--- config.mk ---
export PLATFORM = sky130hd
export DESIGN_NAME = stx_etx_length_deframer_core
export DESIGN_NICKNAME = d
export VERILOG_FILES = /design/src/hw/rtl/sdf_pkg.sv /design/src/hw/rtl/sdf_cfg_regs.sv /design/src/hw/rtl/sdf_parser.sv /design/src/hw/rtl/sdf_out_reg.sv /design/src/hw/rtl/stx_etx_length_deframer_core.sv
export SDC_FILE = /design/constraint.sdc
export NUM_CORES = 1
export LEC_CHECK = 0
export BUFFER_PORTS_ARGS = -buffer_cell sky130_fd_sc_hd__buf_4
export CAP_MARGIN = 20
export CORE_ASPECT_RATIO = 0.7
export CORE_UTILIZATION = 40
export DETAILED_ROUTE_END_ITERATION = 10
export GPL_ROUTABILITY_DRIVEN = 0
export PLACE_DENSITY_LB_ADDON = 0.05
export SLEW_MARGIN = 5
export SYNTH_ARGS = -nofsm -noshare
export SYNTH_HDL_FRONTEND = slang
export SYNTH_HIERARCHICAL = 1
export SYNTH_SLANG_ARGS = --single-unit
--- constraint.sdc ---
create_clock -name clk -period 8.54 [get_ports clk]
set_input_delay 0.427 -clock clk [delete_from_list [all_inputs] [get_ports clk]]
set_output_delay 0.427 -clock clk [all_outputs]
set_load 0.1 [all_outputs]
--- src/hw/rtl/sdf_pkg.sv ---
package sdf_pkg;

  // header layout
  localparam int unsigned LEN_BYTES = 4;
  localparam int unsigned CMD_BYTES = 2;
  localparam logic [23:0] MIN_FRAME_LENGTH = 24'(LEN_BYTES + CMD_BYTES);

  // parser phases
  localparam logic [2:0] PH_HUNT = 3'd0;
  localparam logic [2:0] PH_LEN  = 3'd1;
  localparam logic [2:0] PH_CMD  = 3'd2;
  localparam logic [2:0] PH_DATA = 3'd3;
  localparam logic [2:0] PH_END  = 3'd4;

  // result word kinds
  localparam logic KIND_DATA   = 1'b0;
  localparam logic KIND_STATUS = 1'b1;

  // frame status codes
  localparam logic [1:0] ST_GOOD    = 2'd0;
  localparam logic [1:0] ST_BAD_END = 2'd1;
  localparam logic [1:0] ST_BAD_LEN = 2'd2;

  // configuration register indexes
  localparam logic [1:0] CFG_START_BYTE = 2'd0;
  localparam logic [1:0] CFG_END_BYTE   = 2'd1;
  localparam logic [1:0] CFG_MAX_LENGTH = 2'd2;

  // reset values of configuration
  localparam logic [7:0]  RST_START_BYTE = 8'd2;
  localparam logic [7:0]  RST_END_BYTE   = 8'd3;
  localparam logic [23:0] RST_MAX_LENGTH = 24'd65535;

  typedef struct packed {
    logic [7:0]  start_byte;
    logic [7:0]  end_byte;
    logic [23:0] max_frame_length;
  } cfg_t;

  typedef struct packed {
    logic        item_kind;
    logic [7:0]  data_byte;
    logic [15:0] command;
    logic [1:0]  frame_status;
    logic        last;
  } result_t;

endpackage

--- src/hw/rtl/sdf_cfg_regs.sv ---
module sdf_cfg_regs (
  input  logic             clk,
  input  logic             rst,
  input  logic             cfg_valid,
  input  logic [1:0]       cfg_index,
  input  logic [23:0]      cfg_data,
  output logic             cfg_ready,
  output sdf_pkg::cfg_t    cfg
);

  // writes are always taken
  assign cfg_ready = 1'b1;

  // register file, unknown indexes ignored
  always_ff @(posedge clk) begin
    if (rst) begin
      cfg.start_byte       <= sdf_pkg::RST_START_BYTE;
      cfg.end_byte         <= sdf_pkg::RST_END_BYTE;
      cfg.max_frame_length <= sdf_pkg::RST_MAX_LENGTH;
    end else if (cfg_valid) begin
      case (cfg_index)
        sdf_pkg::CFG_START_BYTE: cfg.start_byte       <= cfg_data[7:0];
        sdf_pkg::CFG_END_BYTE:   cfg.end_byte         <= cfg_data[7:0];
        sdf_pkg::CFG_MAX_LENGTH: cfg.max_frame_length <= cfg_data;
        default: ;
      endcase
    end
  end

endmodule

--- src/hw/rtl/sdf_parser.sv ---
module sdf_parser (
  input  logic              clk,
  input  logic              rst,
  input  logic              accept,
  input  logic [7:0]        rx_byte,
  input  sdf_pkg::cfg_t     cfg,
  output logic              res_valid,
  output sdf_pkg::result_t  res
);

  logic [2:0]  phase, phase_next;
  logic [1:0]  header_index, header_index_next;
  logic [23:0] length_value, length_value_next;
  logic [15:0] command_value, command_value_next;
  logic [23:0] payload_remaining, payload_remaining_next;
  logic [23:0] byte_shifted;

  // place the incoming byte at its length position
  assign byte_shifted = {16'd0, rx_byte} << {header_index, 3'b000};

  // next state and result for one word
  always_comb begin
    phase_next             = phase;
    header_index_next      = header_index;
    length_value_next      = length_value;
    command_value_next     = command_value;
    payload_remaining_next = payload_remaining;
    res_valid              = 1'b0;
    res.item_kind          = sdf_pkg::KIND_DATA;
    res.data_byte          = 8'd0;
    res.command            = command_value;
    res.frame_status       = sdf_pkg::ST_GOOD;
    res.last               = 1'b0;
    case (phase)
      sdf_pkg::PH_LEN: begin
        header_index_next = header_index + 2'd1;
        if (header_index == 2'(sdf_pkg::LEN_BYTES - 1)) begin
          // top byte nonzero always exceeds the 24-bit limit
          if (rx_byte != 8'd0 || length_value < sdf_pkg::MIN_FRAME_LENGTH ||
              length_value > cfg.max_frame_length) begin
            phase_next       = sdf_pkg::PH_HUNT;
            res_valid        = 1'b1;
            res.item_kind    = sdf_pkg::KIND_STATUS;
            res.frame_status = sdf_pkg::ST_BAD_LEN;
            res.last         = 1'b1;
          end else begin
            payload_remaining_next = length_value - sdf_pkg::MIN_FRAME_LENGTH;
            phase_next             = sdf_pkg::PH_CMD;
          end
        end else begin
          length_value_next = length_value | byte_shifted;
        end
      end
      sdf_pkg::PH_CMD: begin
        if (header_index[0] == 1'b0) begin
          command_value_next[7:0] = rx_byte;
          header_index_next       = 2'd1;
        end else begin
          command_value_next[15:8] = rx_byte;
          header_index_next        = 2'd0;
          phase_next = (payload_remaining == 24'd0) ? sdf_pkg::PH_END : sdf_pkg::PH_DATA;
        end
      end
      sdf_pkg::PH_DATA: begin
        payload_remaining_next = payload_remaining - 24'd1;
        if (payload_remaining == 24'd1) begin
          phase_next = sdf_pkg::PH_END;
        end
        res_valid     = 1'b1;
        res.data_byte = rx_byte;
      end
      sdf_pkg::PH_END: begin
        phase_next       = sdf_pkg::PH_HUNT;
        res_valid        = 1'b1;
        res.item_kind    = sdf_pkg::KIND_STATUS;
        res.frame_status = (rx_byte == cfg.end_byte) ? sdf_pkg::ST_GOOD
                                                     : sdf_pkg::ST_BAD_END;
        res.last         = 1'b1;
      end
      default: begin
        phase_next = sdf_pkg::PH_HUNT;
        if (rx_byte == cfg.start_byte) begin
          phase_next             = sdf_pkg::PH_LEN;
          header_index_next      = 2'd0;
          length_value_next      = 24'd0;
          command_value_next     = 16'd0;
          payload_remaining_next = 24'd0;
        end
      end
    endcase
  end

  // state advances only on an accepted word
  always_ff @(posedge clk) begin
    if (rst) begin
      phase             <= sdf_pkg::PH_HUNT;
      header_index      <= 2'd0;
      length_value      <= 24'd0;
      command_value     <= 16'd0;
      payload_remaining <= 24'd0;
    end else if (accept) begin
      phase             <= phase_next;
      header_index      <= header_index_next;
      length_value      <= length_value_next;
      command_value     <= command_value_next;
      payload_remaining <= payload_remaining_next;
    end
  end

endmodule

--- src/hw/rtl/sdf_out_reg.sv ---
module sdf_out_reg (
  input  logic              clk,
  input  logic              rst,
  input  logic              load,
  input  sdf_pkg::result_t  res,
  input  logic              out_ready,
  output logic              out_valid,
  output logic              space,
  output sdf_pkg::result_t  out_word
);

  // free when empty or draining this cycle
  assign space = !out_valid || out_ready;

  // valid flag
  always_ff @(posedge clk) begin
    if (rst) begin
      out_valid <= 1'b0;
    end else if (load) begin
      out_valid <= 1'b1;
    end else if (out_ready) begin
      out_valid <= 1'b0;
    end
  end

  // payload holder
  always_ff @(posedge clk) begin
    if (load) begin
      out_word <= res;
    end
  end

endmodule

--- src/hw/rtl/stx_etx_length_deframer_core.sv ---
// channel | direction | handshake             | payload
// --------+-----------+-----------------------+------------------------------------------
// in      | input     | in_valid / in_ready   | rx_byte
// out     | output    | out_valid / out_ready | item_kind data_byte command frame_status last
// cfg     | input     | cfg_valid / cfg_ready | cfg_index cfg_data
//
// one received byte is taken per cycle while in_ready is high; a byte that yields a result word
// shows it in the next cycle from the single output register
// in_ready drops only while that register holds a word that is not taken
// reset (synchronous) returns to start-byte hunting and restores register defaults
// cfg_ready is always high
module stx_etx_length_deframer_core (
  input  logic        clk,
  input  logic        rst,
  input  logic        in_valid,
  output logic        in_ready,
  input  logic [7:0]  rx_byte,
  output logic        out_valid,
  input  logic        out_ready,
  output logic        item_kind,
  output logic [7:0]  data_byte,
  output logic [15:0] command,
  output logic [1:0]  frame_status,
  output logic        last,
  input  logic        cfg_valid,
  output logic        cfg_ready,
  input  logic [1:0]  cfg_index,
  input  logic [23:0] cfg_data
);

  sdf_pkg::cfg_t    cfg;
  sdf_pkg::result_t res;
  sdf_pkg::result_t out_word;
  logic             res_valid;
  logic             accept;
  logic             space;

  assign in_ready = space;
  assign accept   = in_valid && space;

  // configuration registers
  sdf_cfg_regs u_cfg (
    .clk       (clk),
    .rst       (rst),
    .cfg_valid (cfg_valid),
    .cfg_index (cfg_index),
    .cfg_data  (cfg_data),
    .cfg_ready (cfg_ready),
    .cfg       (cfg)
  );

  // frame parser
  sdf_parser u_parser (
    .clk       (clk),
    .rst       (rst),
    .accept    (accept),
    .rx_byte   (rx_byte),
    .cfg       (cfg),
    .res_valid (res_valid),
    .res       (res)
  );

  // result register
  sdf_out_reg u_out (
    .clk       (clk),
    .rst       (rst),
    .load      (accept && res_valid),
    .res       (res),
    .out_ready (out_ready),
    .out_valid (out_valid),
    .space     (space),
    .out_word  (out_word)
  );

  assign item_kind    = out_word.item_kind;
  assign data_byte    = out_word.data_byte;
  assign command      = out_word.command;
  assign frame_status = out_word.frame_status;
  assign last         = out_word.last;

endmodule
==> metrics.txt, run 1 <==
first-iteration detailed-routing DRC count=slightly below 500; final core occ=between 40 and 50%; die area=18930 um2; CP delay by family, top=simple AND/OR/NAND/NOR gates; power per cell area=181.9 nW/um2; Starting Density=about two fifths; total gr overflow=0; maximum VDD drop=0.1071 mV; first-pass GRT wire length=roughly 32000 um; Setup-failing EPs final=0; Mapped Nets=850; Setup Fix Bufs, Post-CTS=0; ANT cells=0; Leak Pwr=between 0.003 and 0.004 uW; clock latency on the worst-skew pair=roughly 0.43 ns; unrepaired setup endpoints after global routing=false; DP HPWL=approximately 14000 um; Slew Limit Fails=0; CP Cell Sequence=ha_1, nand4_1, nor4_1, o31a_1, o211a_1, o21ai_0, nand3_1, and3_1, buf_8; Crit Path Max Fanout=21; I/O Buffers=68; met3 Use GR=under 10%; WL/cell=~19 um; P&R area growth vs syn=15.31%; outcome=finished, final reports clean; initial antenna violation count=0; crit start category=flip-flop; synth warn=6; #FFs+latches synth=about 140; vias in the first global route=~5600; clk sinks=roughly 140; # rows=a little over 40; mapped cell area=roughly 7300 um2; Root Buffer=clkbuf_16; Worst path max stage delay=just under 0.6 ns; FILL cells=1726; Avg Inst Size Synth=about 9.4 um2; Hold Slack=around 0.26 ns; Die Span X=around 160 um; Buf/Inv on CP=1; WP data required=a little under 9 ns; predominant post-synthesis flop cell=dfxtp_1; Worst-Margin Slew=approximately 0.86 ns; Total Power=~1500 uW; Max clock buf depth=2; max_cap viols=0; commonest non-fill, non-tap cell in the layout=dfxtp_1; total CTS buffers=17; maximum number of pins on one net before global-route repair=92; vias per std cell=between 5 and 6; IO Pins=70; Setup TNS=0 ns; final wirelength=between 15000 and 20000 um; Vias=6002; Layout Skew=0.01175 ns; GR Layer Usage met2=about 32%; H-tree depth=4; clk slew on worst S/H paths=approximately 0.060 ns; synth unique cells=74; CTS tree=done; Setup CP Type=flip-flop to flip-flop; worst hold path class=input pin to flip-flop; number of flops mapped to enable cells by yosys=28; Post-CTS Resized=0; Detail Route Antenna Nets=0; DRT Pass-1 Iters=5; most used routing layer=met1; register area share after synthesis=a little over 40%; Crit. End Element=flip-flop; slowest CP cell=nor4_1; M1 GR Usage=about 32%; Max Clock Freq=about 260 MHz; fin cells=1070; Final nets=888; CP arrival=~4 ns; ys async rst share=0%; placed instance count=between 1000 and 1500; crit share post-route=44.26%; DRC=0; Slew headroom=between 40 and 50%; core area=between 15000 and 20000 um2; die height=~120 um; hold_buf cts=0; min cycle time layout=~3.8 ns; All-Layer GR Usage=~22%; layout cell share with drive strength beyond 1=15.59%; Gate Count Post-Synth=about 780; most frequent cells in the layout=dfxtp_1, nor2_1, buf_4, mux2i_1; Final Hold Viols=0
[metrics by stage]
step,setup WS [ns],area (um2)
final,4.760,8473
after global routing,4.432,8473
after CTS,4.792,8473
after detailed placement,4.835,7915
after global placement,4.582,7900
after floorplan,5.250,7348
[final cells by class]
type                       count  area (um2)  area share, %
tap                          236       295.3          3.485
clock buffer                  17       425.4          5.021
multi-input combinational    555        3886          45.87
sequential                   138        3043          35.91
clock inverter                15       132.6          1.565
inverter                      36       135.1          1.595
timing repair buffer          73       555.5          6.556
[worst paths after layout]
kind              cells after the start                       from  slack (ns)                 end
setup / recovery                      9  u_parser/length_value[23]        4.76  u_out/out_word[22]
hold / removal                        3                cfg_data[8]        0.26        u_cfg/cfg[8]
setup reg to reg                      9  u_parser/length_value[23]        4.76  u_out/out_word[22]
hold reg to reg                       0  u_parser/command_value[0]        0.43   u_out/out_word[3]
[flip-flops by register name, summed over array words and instances (netlist names)]
register / flops
u_parser/header_index: 2
u_out/out_word: 28
u_parser/command_value: 16
u_parser/length_value: 24
u_cfg/cfg: 40
u_out/out_valid: 1
u_parser/phase: 3
u_parser/payload_remaining: 24
[cells by family after synthesis]
group                      share of synthesized area [%]
DFF                                                41.41
xor gates and xnor gates                           4.172
AOI/OAI and AO/OA                                  14.95
other                                            0.05103
muxes                                              7.628
and+or+nand+nor                                    21.23
adders and majority gates                          4.768
buffers and inverters                              5.789
[report_power, final]
| part | total [uW] | switching, uW | internal [uW] |
|---|---|---|---|
| clock | 702 | 319 | 383 |
| sequential | 682 | 10.0 | 672 |
| combinational | 157 | 98.4 | 58.4 |
| total | 1540 | 427 | 1110 |
[cells in the mapped netlist (5+ instances only)]
| master | n | area [um2] |
|---|---|---|
| o31ai_1 | 11 | 82.58 |
| nand2b_1 | 36 | 225.2 |
| nand2_1 | 37 | 138.9 |
| a22o_1 | 24 | 210.2 |
| clkbuf_1 | 30 | 112.6 |
| edfxtp_1 | 28 | 840.8 |
| nor3_1 | 22 | 110.1 |
| nand3_1 | 7 | 35.03 |
| o21ai_0 | 15 | 75.07 |
| and2_1 | 11 | 68.82 |
| a31oi_1 | 6 | 37.54 |
| ha_1 | 28 | 350.3 |
| nand4_1 | 7 | 43.79 |
| buf_2 | 12 | 60.06 |
| nor2_1 | 89 | 334.1 |
| a211oi_1 | 6 | 45.04 |
| or4_1 | 6 | 45.04 |
| o32ai_1 | 9 | 78.83 |
| dfxtp_1 | 110 | 2202 |
| o311ai_0 | 10 | 87.58 |
| buf_6 | 5 | 56.30 |
| inv_1 | 36 | 135.1 |
| nor4_1 | 16 | 100.1 |
| xor2_1 | 25 | 219.0 |
| mux2i_1 | 56 | 560.5 |
| and3_1 | 18 | 112.6 |
| a21oi_1 | 37 | 185.2 |
| xnor2_1 | 10 | 87.58 |
[routing by layer]
metal  part of all wire, %  vias up  wire length, um
li1                      -     2918                -
met1                    50     2854             9934
met2                    43      208             8493
met3                   5.8       22             1153
met4                   1.7        0              335
met5                     0        -                0
[worst register-to-register path: cells and delay by family (launching register included)]
family | cells | cell delay [ns]
fa+ha+maj | 1 | 0.33
simple gates | 4 | 1.36
buf+inv | 1 | 0.25
compound gates | 3 | 1.15
flops | 1 | 0.37
Power figures use the tool's default switching activity.
==> run 2, diff against run 1 <==
==> constraint.sdc (replaced) <==
create_clock -name clk -period 3.3 [get_ports clk]
set_input_delay 0.165 -clock clk [delete_from_list [all_inputs] [get_ports clk]]
set_output_delay 0.165 -clock clk [all_outputs]
set_load 0.1 [all_outputs]
==> run 2 against run 1 <==
Effect of this change: first-iteration DRC count rose by 17%; hold slack got worse by 0.25 ns; core utilization rose by 0.84 points.
==> metrics.txt, run 2 (same netlist as run 1, synthesis figures left out) <==
outcome=finished, final reports clean (unchanged); fin cells=1079 (was 1070); ANT cells=0 (unchanged); initial antenna violation count=0 (unchanged); commonest non-fill, non-tap cell in the layout=dfxtp_1 (unchanged); placed instance count=1047 (was 1038); Max Clock Freq=320.6 MHz (was 264.6 MHz); Comb pwr share=9.7% (was 10.2%); die area=18930 um2 (unchanged); Setup CP Type=flip-flop to flip-flop (unchanged); clk slew on worst S/H paths=0.06 ns (about the same); Detail Route Antenna Nets=0 (unchanged); power per cell area=492.6 nW/um2 (was 181.9 nW/um2); final wirelength=20380 um (was 19920 um); Root Buffer=clkbuf_16 (unchanged); first-iteration detailed-routing DRC count=581 (was 497); P&R area growth vs syn=17.37% (was 15.31%); Final nets=897 (was 888); post-route cell area=8625 um2 (was 8473 um2); Vias=6052 (was 6002); Post-CTS Resized=0 (unchanged); layout cell share with drive strength beyond 1=16.37% (was 15.59%); Largest regs=u_cfg/cfg: 40 flops, u_out/out_word: 28 flops (unchanged); clock power share=48.7% (was 45.6%); I/O Buffers=68 (unchanged); DP HPWL=14390 um (was 13940 um); Setup Fix Bufs, Post-CTS=0 (unchanged); WL/cell=18.89 um (was 18.61 um); # rows=41 (unchanged); Worst path max stage delay=0.49 ns (was 0.59 ns); min cycle time layout=3.119 ns (was 3.780 ns); CTS tree=done (unchanged); vias in the first global route=5587 (was 5637); Setup-failing EPs final=0 (unchanged); Switching Share=25.26% (was 27.73%); CP arrival=3.24 ns (was 3.90 ns); Max clock buf depth=2 (unchanged); die height=115.4 um (unchanged); core area=18010 um2 (unchanged); Layout Skew=0.005478 ns (was 0.01175 ns); crit share post-route=94.53% (was 44.26%); unrepaired setup endpoints after global routing=false (unchanged); first-pass GRT wire length=31700 um (was 31510 um); total CTS buffers=17 (unchanged); vias per std cell=5.609 (about the same); clk sinks=138 (unchanged); max_cap viols=0 (unchanged); internal power=3176 uW (was 1114 uW); Top reg by flops=u_cfg/cfg (unchanged); H-tree depth=4 (unchanged); net switching power of the design=1073 uW (was 427.3 uW); Setup TNS=0 ns (unchanged); Slew Limit Fails=0 (unchanged); WP data required=3.42 ns (was 8.66 ns); clock latency on the worst-skew pair=0.42 ns (was 0.43 ns); Worst-Margin Slew=0.7635 ns (was 0.8586 ns); Starting Density=40.81% (unchanged); maximum number of pins on one net before global-route repair=70 (was 92); Sequential Power Share=41.6% (was 44.3%); Placed Instance Area=7988 um2 (was 7915 um2); Crit Path Max Fanout=25 (was 21); Final Hold Viols=0 (unchanged); number of flip-flops under the largest register name=40 (unchanged); All-Layer GR Usage=22.29% (was 22.17%); IO Pins=70 (unchanged); crit start category=flip-flop (unchanged); worst hold path class=input pin to flip-flop (unchanged); Leak Pwr=0.003671 uW (was 0.003593 uW); CP Cell Sequence=ha_1, nand4_1, nor4_1, buf_4, o31a_1, o211a_1, o21ai_0, nand3_1, and3_1, buf_12 (was ha_1, nand4_1, nor4_1, o31a_1, o211a_1, o21ai_0, nand3_1, and3_1, buf_8); hold_buf cts=0 (unchanged); total gr overflow=0 (unchanged); slowest CP cell=nor4_1 (unchanged); final core occ=47.90% (was 47.06%); DRC=0 (unchanged); most frequent cells in the layout=dfxtp_1, nor2_1, buf_4, mux2i_1 (unchanged); DRT Pass-1 Iters=5 (unchanged); Crit. End Element=flip-flop (unchanged); Die Span X=164 um (unchanged); Slew headroom=49.10% (was 42.23%); maximum VDD drop=0.2395 mV (was 0.1071 mV)
run 2: final timing paths:
check / cells after the start / slack, ns / endpoint / startpoint
worst max-delay path: 10 / 0.18 / u_out/out_word[1] / u_parser/length_value[23]
worst min-delay path: 3 / 0.009 / u_cfg/cfg[11] / cfg_data[11]
worst max register to register: 10 / 0.18 / u_out/out_word[1] / u_parser/length_value[23]
worst min register to register: 0 / 0.44 / u_out/out_word[18] / u_parser/command_value[15]
run 2: metal layers:
layer	track usage (%)	share of wire [%]	vias up
li1	-	-	2931
met1	32.33	50	2872
met2	32.82	42	228
met3	4.870	6.5	21
met4	6.852	1.7	0
met5	0	0	-
run 2: cell type report:
class,instances,area [um2]
Fill cell,1732,9382
Multi-Input combinational cell,555,3886
Sequential cell,138,3043
Timing Repair Buffer,82,628.1
Clock buffer,17,425.4
Tap cell,236,295.3
Clock inverter,15,211.5
Inverter,36,135.1
run 2: through the flow:
| step | hold WS (ns) | setup slack (ns) | power [uW] |
|---|---|---|---|
| after global routing | 0.01993 | 0.008367 | 4404 |
| final | 0.009266 | 0.1805 | 4249 |
| after CTS | 0.002108 | 0.2062 | 4283 |
| after detailed placement | 0.4204 | 0.2272 | 2209 |
| after global placement | 0.4184 | 0.3210 | 2204 |
| after floorplan | 0.2274 | 0.009888 | 2075 |
run 2: power by group through the flow:
stage               Combinational, uW  Sequential, uW  Clock (uW)
global placement                  402            1800           0
finish                            412            1770        2070
global route                      448            1770        2190
detailed placement                406            1800           0
floorplan                         282            1790           0
CTS                               408            1770        2110
run 2: worst max-delay path, delay by kind of cell, from the launching register on:
kind            cells  cell delay, ns
flops               1            0.38
compound gates      3            0.49
simple gates        4            1.18
buf+inv             2            0.41
fa+ha+maj           1            0.35
==> run 3, diff against run 2 <==
--- a/config.mk
+++ b/config.mk
@@ -5,6 +5,7 @@
 export SDC_FILE = /design/constraint.sdc
 export NUM_CORES = 1
 export LEC_CHECK = 0
+export ABC_AREA = 1
 export BUFFER_PORTS_ARGS = -buffer_cell sky130_fd_sc_hd__buf_4
 export CAP_MARGIN = 20
 export CORE_ASPECT_RATIO = 0.7
==> run 3 against run 2 <==
Effect of this change: power is 1.9% higher; cell count increased by 33%; hold slack about the same; sequential cell count unchanged; setup slack gained 0.14 ns; combinational power grew 57%; die area increased by 7.1%; synthesized cell count grew 39%; via count is 18% higher; area after synthesis grew 7.2%; critical endpoint is now u_out/out_valid; largest cell class unchanged.
==> metrics.txt, run 3 <==
outcome=finished, final reports clean (unchanged); final worst setup slack=0.3165 ns (was 0.1805 ns); CTS tree=done (unchanged); pre-CTS WS=0.8020 ns (was 0.2272 ns); min cycle time layout=2.983 ns (was 3.119 ns); ys async rst share=0% (unchanged); commonest non-fill, non-tap cell in the layout=nand2_1 (was dfxtp_1); most used routing layer=met1 (was met2); Top reg by flops=u_cfg/cfg (unchanged); clock latency on the worst-skew pair=0.43 ns (was 0.42 ns); Setup TNS=0 ns (unchanged); Max Clock Freq=335.2 MHz (was 320.6 MHz); Setup CP Type=flip-flop to flip-flop (unchanged); crit start category=flip-flop (unchanged); hold_sp=cfg_data[13] (was cfg_data[11]); ANT cells=0 (unchanged); max_cap viols=0 (unchanged); Gate Count Post-Synth=1092 (was 783); most frequent cells in the layout=nand2_1, nor2_1, inv_1, dfxtp_1, buf_4 (was dfxtp_1, nor2_1, buf_4, mux2i_1); Layout Skew=0.01210 ns (was 0.005478 ns); count leader, synth=nand2_1 (was dfxtp_1); M1 GR Usage=35.95% (was 32.33%); Avg Inst Size Synth=7.215 um2 (was 9.385 um2); DRT Pass-1 Iters=9 (was 5); Final nets=1220 (was 897); WL/cell=15.57 um (was 18.89 um); predominant post-synthesis flop cell=dfxtp_1 (unchanged); final core occ=48.41% (was 47.90%); number of flip-flops under the largest register name=40 (unchanged); Starting Density=41.30% (was 40.81%); # rows=42 (was 41); Crit. End Element=flip-flop (unchanged); FILL cells=1985 (was 1732); Placed Instance Area=8467 um2 (was 7988 um2); Commonest cells post-synth=nand2_1, nor2_1, inv_1 (was dfxtp_1, nor2_1, mux2i_1); P&R area growth vs syn=17.20% (was 17.37%); Vias=7115 (was 6052); initial antenna violation count=0 (unchanged); H-tree depth=4 (unchanged); die height=119.4 um (was 115.4 um); power per cell area=468.8 nW/um2 (was 492.6 nW/um2); vias per std cell=4.976 (was 5.609); Largest regs=u_cfg/cfg: 40 flops, u_out/out_word: 28 flops (unchanged); post-route cell area=9234 um2 (was 8625 um2); DP HPWL=15980 um (was 14390 um); reg2reg start=u_cfg/cfg[15] (was u_parser/length_value[23]); number of flops mapped to enable cells by yosys=28 (unchanged); first-pass GRT wire length=34680 um (was 31700 um); area fraction of the dominant cell type after synthesis=27.95% (was 29.97%); Slew Limit Fails=0 (unchanged); first-iteration detailed-routing DRC count=696 (was 581); Leak Pwr=0.004297 uW (was 0.003671 uW); hold depth=3 (unchanged); Total Power=4329 uW (was 4249 uW); total CTS buffers=17 (unchanged); Mapped Nets=1159 (was 850); FF-to-FF path depth=18 (was 10); layout cell share with drive strength beyond 1=15.27% (was 16.37%); maximum VDD drop=0.2565 mV (was 0.2395 mV); slowest CP cell=dlygate4sd3_1 (was nor4_1); ranking of synthesized cells by area=dfxtp_1, edfxtp_1, nand2_1 (was dfxtp_1, edfxtp_1, mux2i_1); die area=20270 um2 (was 18930 um2); Setup-failing EPs final=0 (unchanged); All-Layer GR Usage=22.53% (was 22.29%); total gr overflow=0 (unchanged); CP arrival=3.36 ns (was 3.24 ns); #FFs+latches synth=138 (unchanged); Root Buffer=clkbuf_16 (unchanged); Final Hold Viols=0 (unchanged); area leader, netlist=dfxtp_1 (unchanged); DRC=0 (unchanged); Post-CTS Resized=0 (unchanged); synth warn=6 (unchanged); Detail Route Antenna Nets=0 (unchanged); register area share after synthesis=38.62% (was 41.41%); Worst-Margin Slew=0.7436 ns (was 0.7635 ns); worst hold path class=input pin to flip-flop (unchanged); Crit Path Max Fanout=20 (was 25); Die Span X=169.7 um (was 164 um); final wirelength=22260 um (was 20380 um); WP data required=3.68 ns (was 3.42 ns); Slew headroom=50.37% (was 49.10%); crit share post-route=90.41% (was 94.53%); maximum number of pins on one net before global-route repair=50 (was 70); FF-to-FF setup slack=0.32 ns (was 0.18 ns); Max clock buf depth=2 (unchanged); unrepaired setup endpoints after global routing=false (unchanged); I/O Buffers=68 (unchanged); synth unique cells=45 (was 74); Worst path max stage delay=0.54 ns (was 0.49 ns); vias in the first global route=6317 (was 5587); hold path endpoint=u_cfg/cfg[13] (was u_cfg/cfg[11]); IO Pins=70 (unchanged); core area=19080 um2 (was 18010 um2); clk slew on worst S/H paths=0.07 ns (was 0.06 ns); GR Layer Usage met2=29.94% (was 32.82%); mapped cell area=7879 um2 (was 7348 um2); met3 Use GR=4.420% (was 4.870%); Critical R2R Capture=u_out/out_valid (was u_out/out_word[1]); clk sinks=138 (unchanged); CP Cell Sequence=inv_1, ha_1, nand2_1, nor2_1, nand4_1, nor2_1, nand2_1, nand3_1, nand2_1, nand2_2, nand2_4, o21ai_1, inv_1, nor2_2, buf_4, inv_1, a21oi_2, dlygate4sd3_1 (was ha_1, nand4_1, nor4_1, buf_4, o31a_1, o211a_1, o21ai_0, nand3_1, and3_1, buf_12)
==> run 3: cell count changes after synthesis, moves of 42 or more <==
cell     delta
inv_1      +90
nand2_1   +161
mux2i_1    -56
nor2_1     +74
nand4_1    +42
nand3_1    +68
==> run 3: final cells by class <==
class | count | area (um2) | share of cell area [%]
Multi-Input combinational cell | 759 | 3978 | 43.08
Sequential cell | 138 | 3043 | 32.95
Timing Repair Buffer | 98 | 783.3 | 8.482
Inverter | 139 | 523.0 | 5.664
Clock buffer | 17 | 425.4 | 4.607
Tap cell | 264 | 330.3 | 3.577
Clock inverter | 15 | 151.4 | 1.640
==> run 3: metrics by stage <==
| stage | hold WS [ns] | cells |
|---|---|---|
| after global placement | 0.4051 | 1379 |
| after detailed placement | 0.4003 | 1379 |
| after floorplan | 0.2274 | 1092 |
| final | 0.008793 | 1430 |
| after CTS | 0.0006720 | 1430 |
| after global routing | 0.01343 | 1430 |
==> run 3: cells by family (layout without fill, tap and decap cells) <==
logic type / Yosys count / after routing / synth area share [%]
AND/OR/NAND/NOR: 550 / 550 / 31.84
buffers and inverters: 195 / 269 / 10.99
AO/OA/AOI/OAI: 155 / 155 / 11.28
flip-flops: 138 / 138 / 38.62
adder cells (fa/ha/maj): 28 / 28 / 4.447
XOR/XNOR: 25 / 25 / 2.779
other: 1 / 1 / 0.04760
==> run 3: repair_timing <==
action | CTS | global route
hold buffers | 19 | 0
hold endpoints to repair | 21 | 0
buffers inserted | 0 | 0
==> run 3: report_power, final <==
part | internal (uW) | switching (uW)
Clock | 1010 | 877
Combinational | 227 | 421
Sequential | 1760 | 39.4
Total | 2990 | 1340
==> run 3: worst max-delay path, delay by kind of cell (launching register included) <==
kind / cells / cell delay [ns]
flops: 1 / 0.34
buf+inv: 5 / 1.02
fa+ha+maj: 1 / 0.29
simple gates: 10 / 1.04
compound gates: 2 / 0.23
==> run 3: worst max-delay path by stage <==
| stage | to | start | slack [ns] | cells after the start |
|---|---|---|---|---|
| floorplan | u_out/out_word[0] | u_cfg/cfg[23] | 0.48 | 15 |
| global placement | u_parser/payload_remaining[0] | u_parser/length_value[17] | 0.86 | 15 |
| detailed placement | u_out/out_word[10] | u_cfg/cfg[15] | 0.80 | 15 |
| CTS | u_out/out_valid | u_cfg/cfg[15] | 0.31 | 18 |
| global route | u_out/out_valid | u_cfg/cfg[15] | 0.08 | 18 |
| finish | u_out/out_valid | u_cfg/cfg[15] | 0.32 | 18 |
==> run 3: routing by layer <==
metal | wire length, um | part of all wire [%] | up-vias
met2 | 8792 | 39 | 169
met3 | 1078 | 4.8 | 18
met4 | 187 | 0.84 | 0
li1 | - | - | 3684
met1 | 12200 | 55 | 3244
met5 | 0 | 0 | -
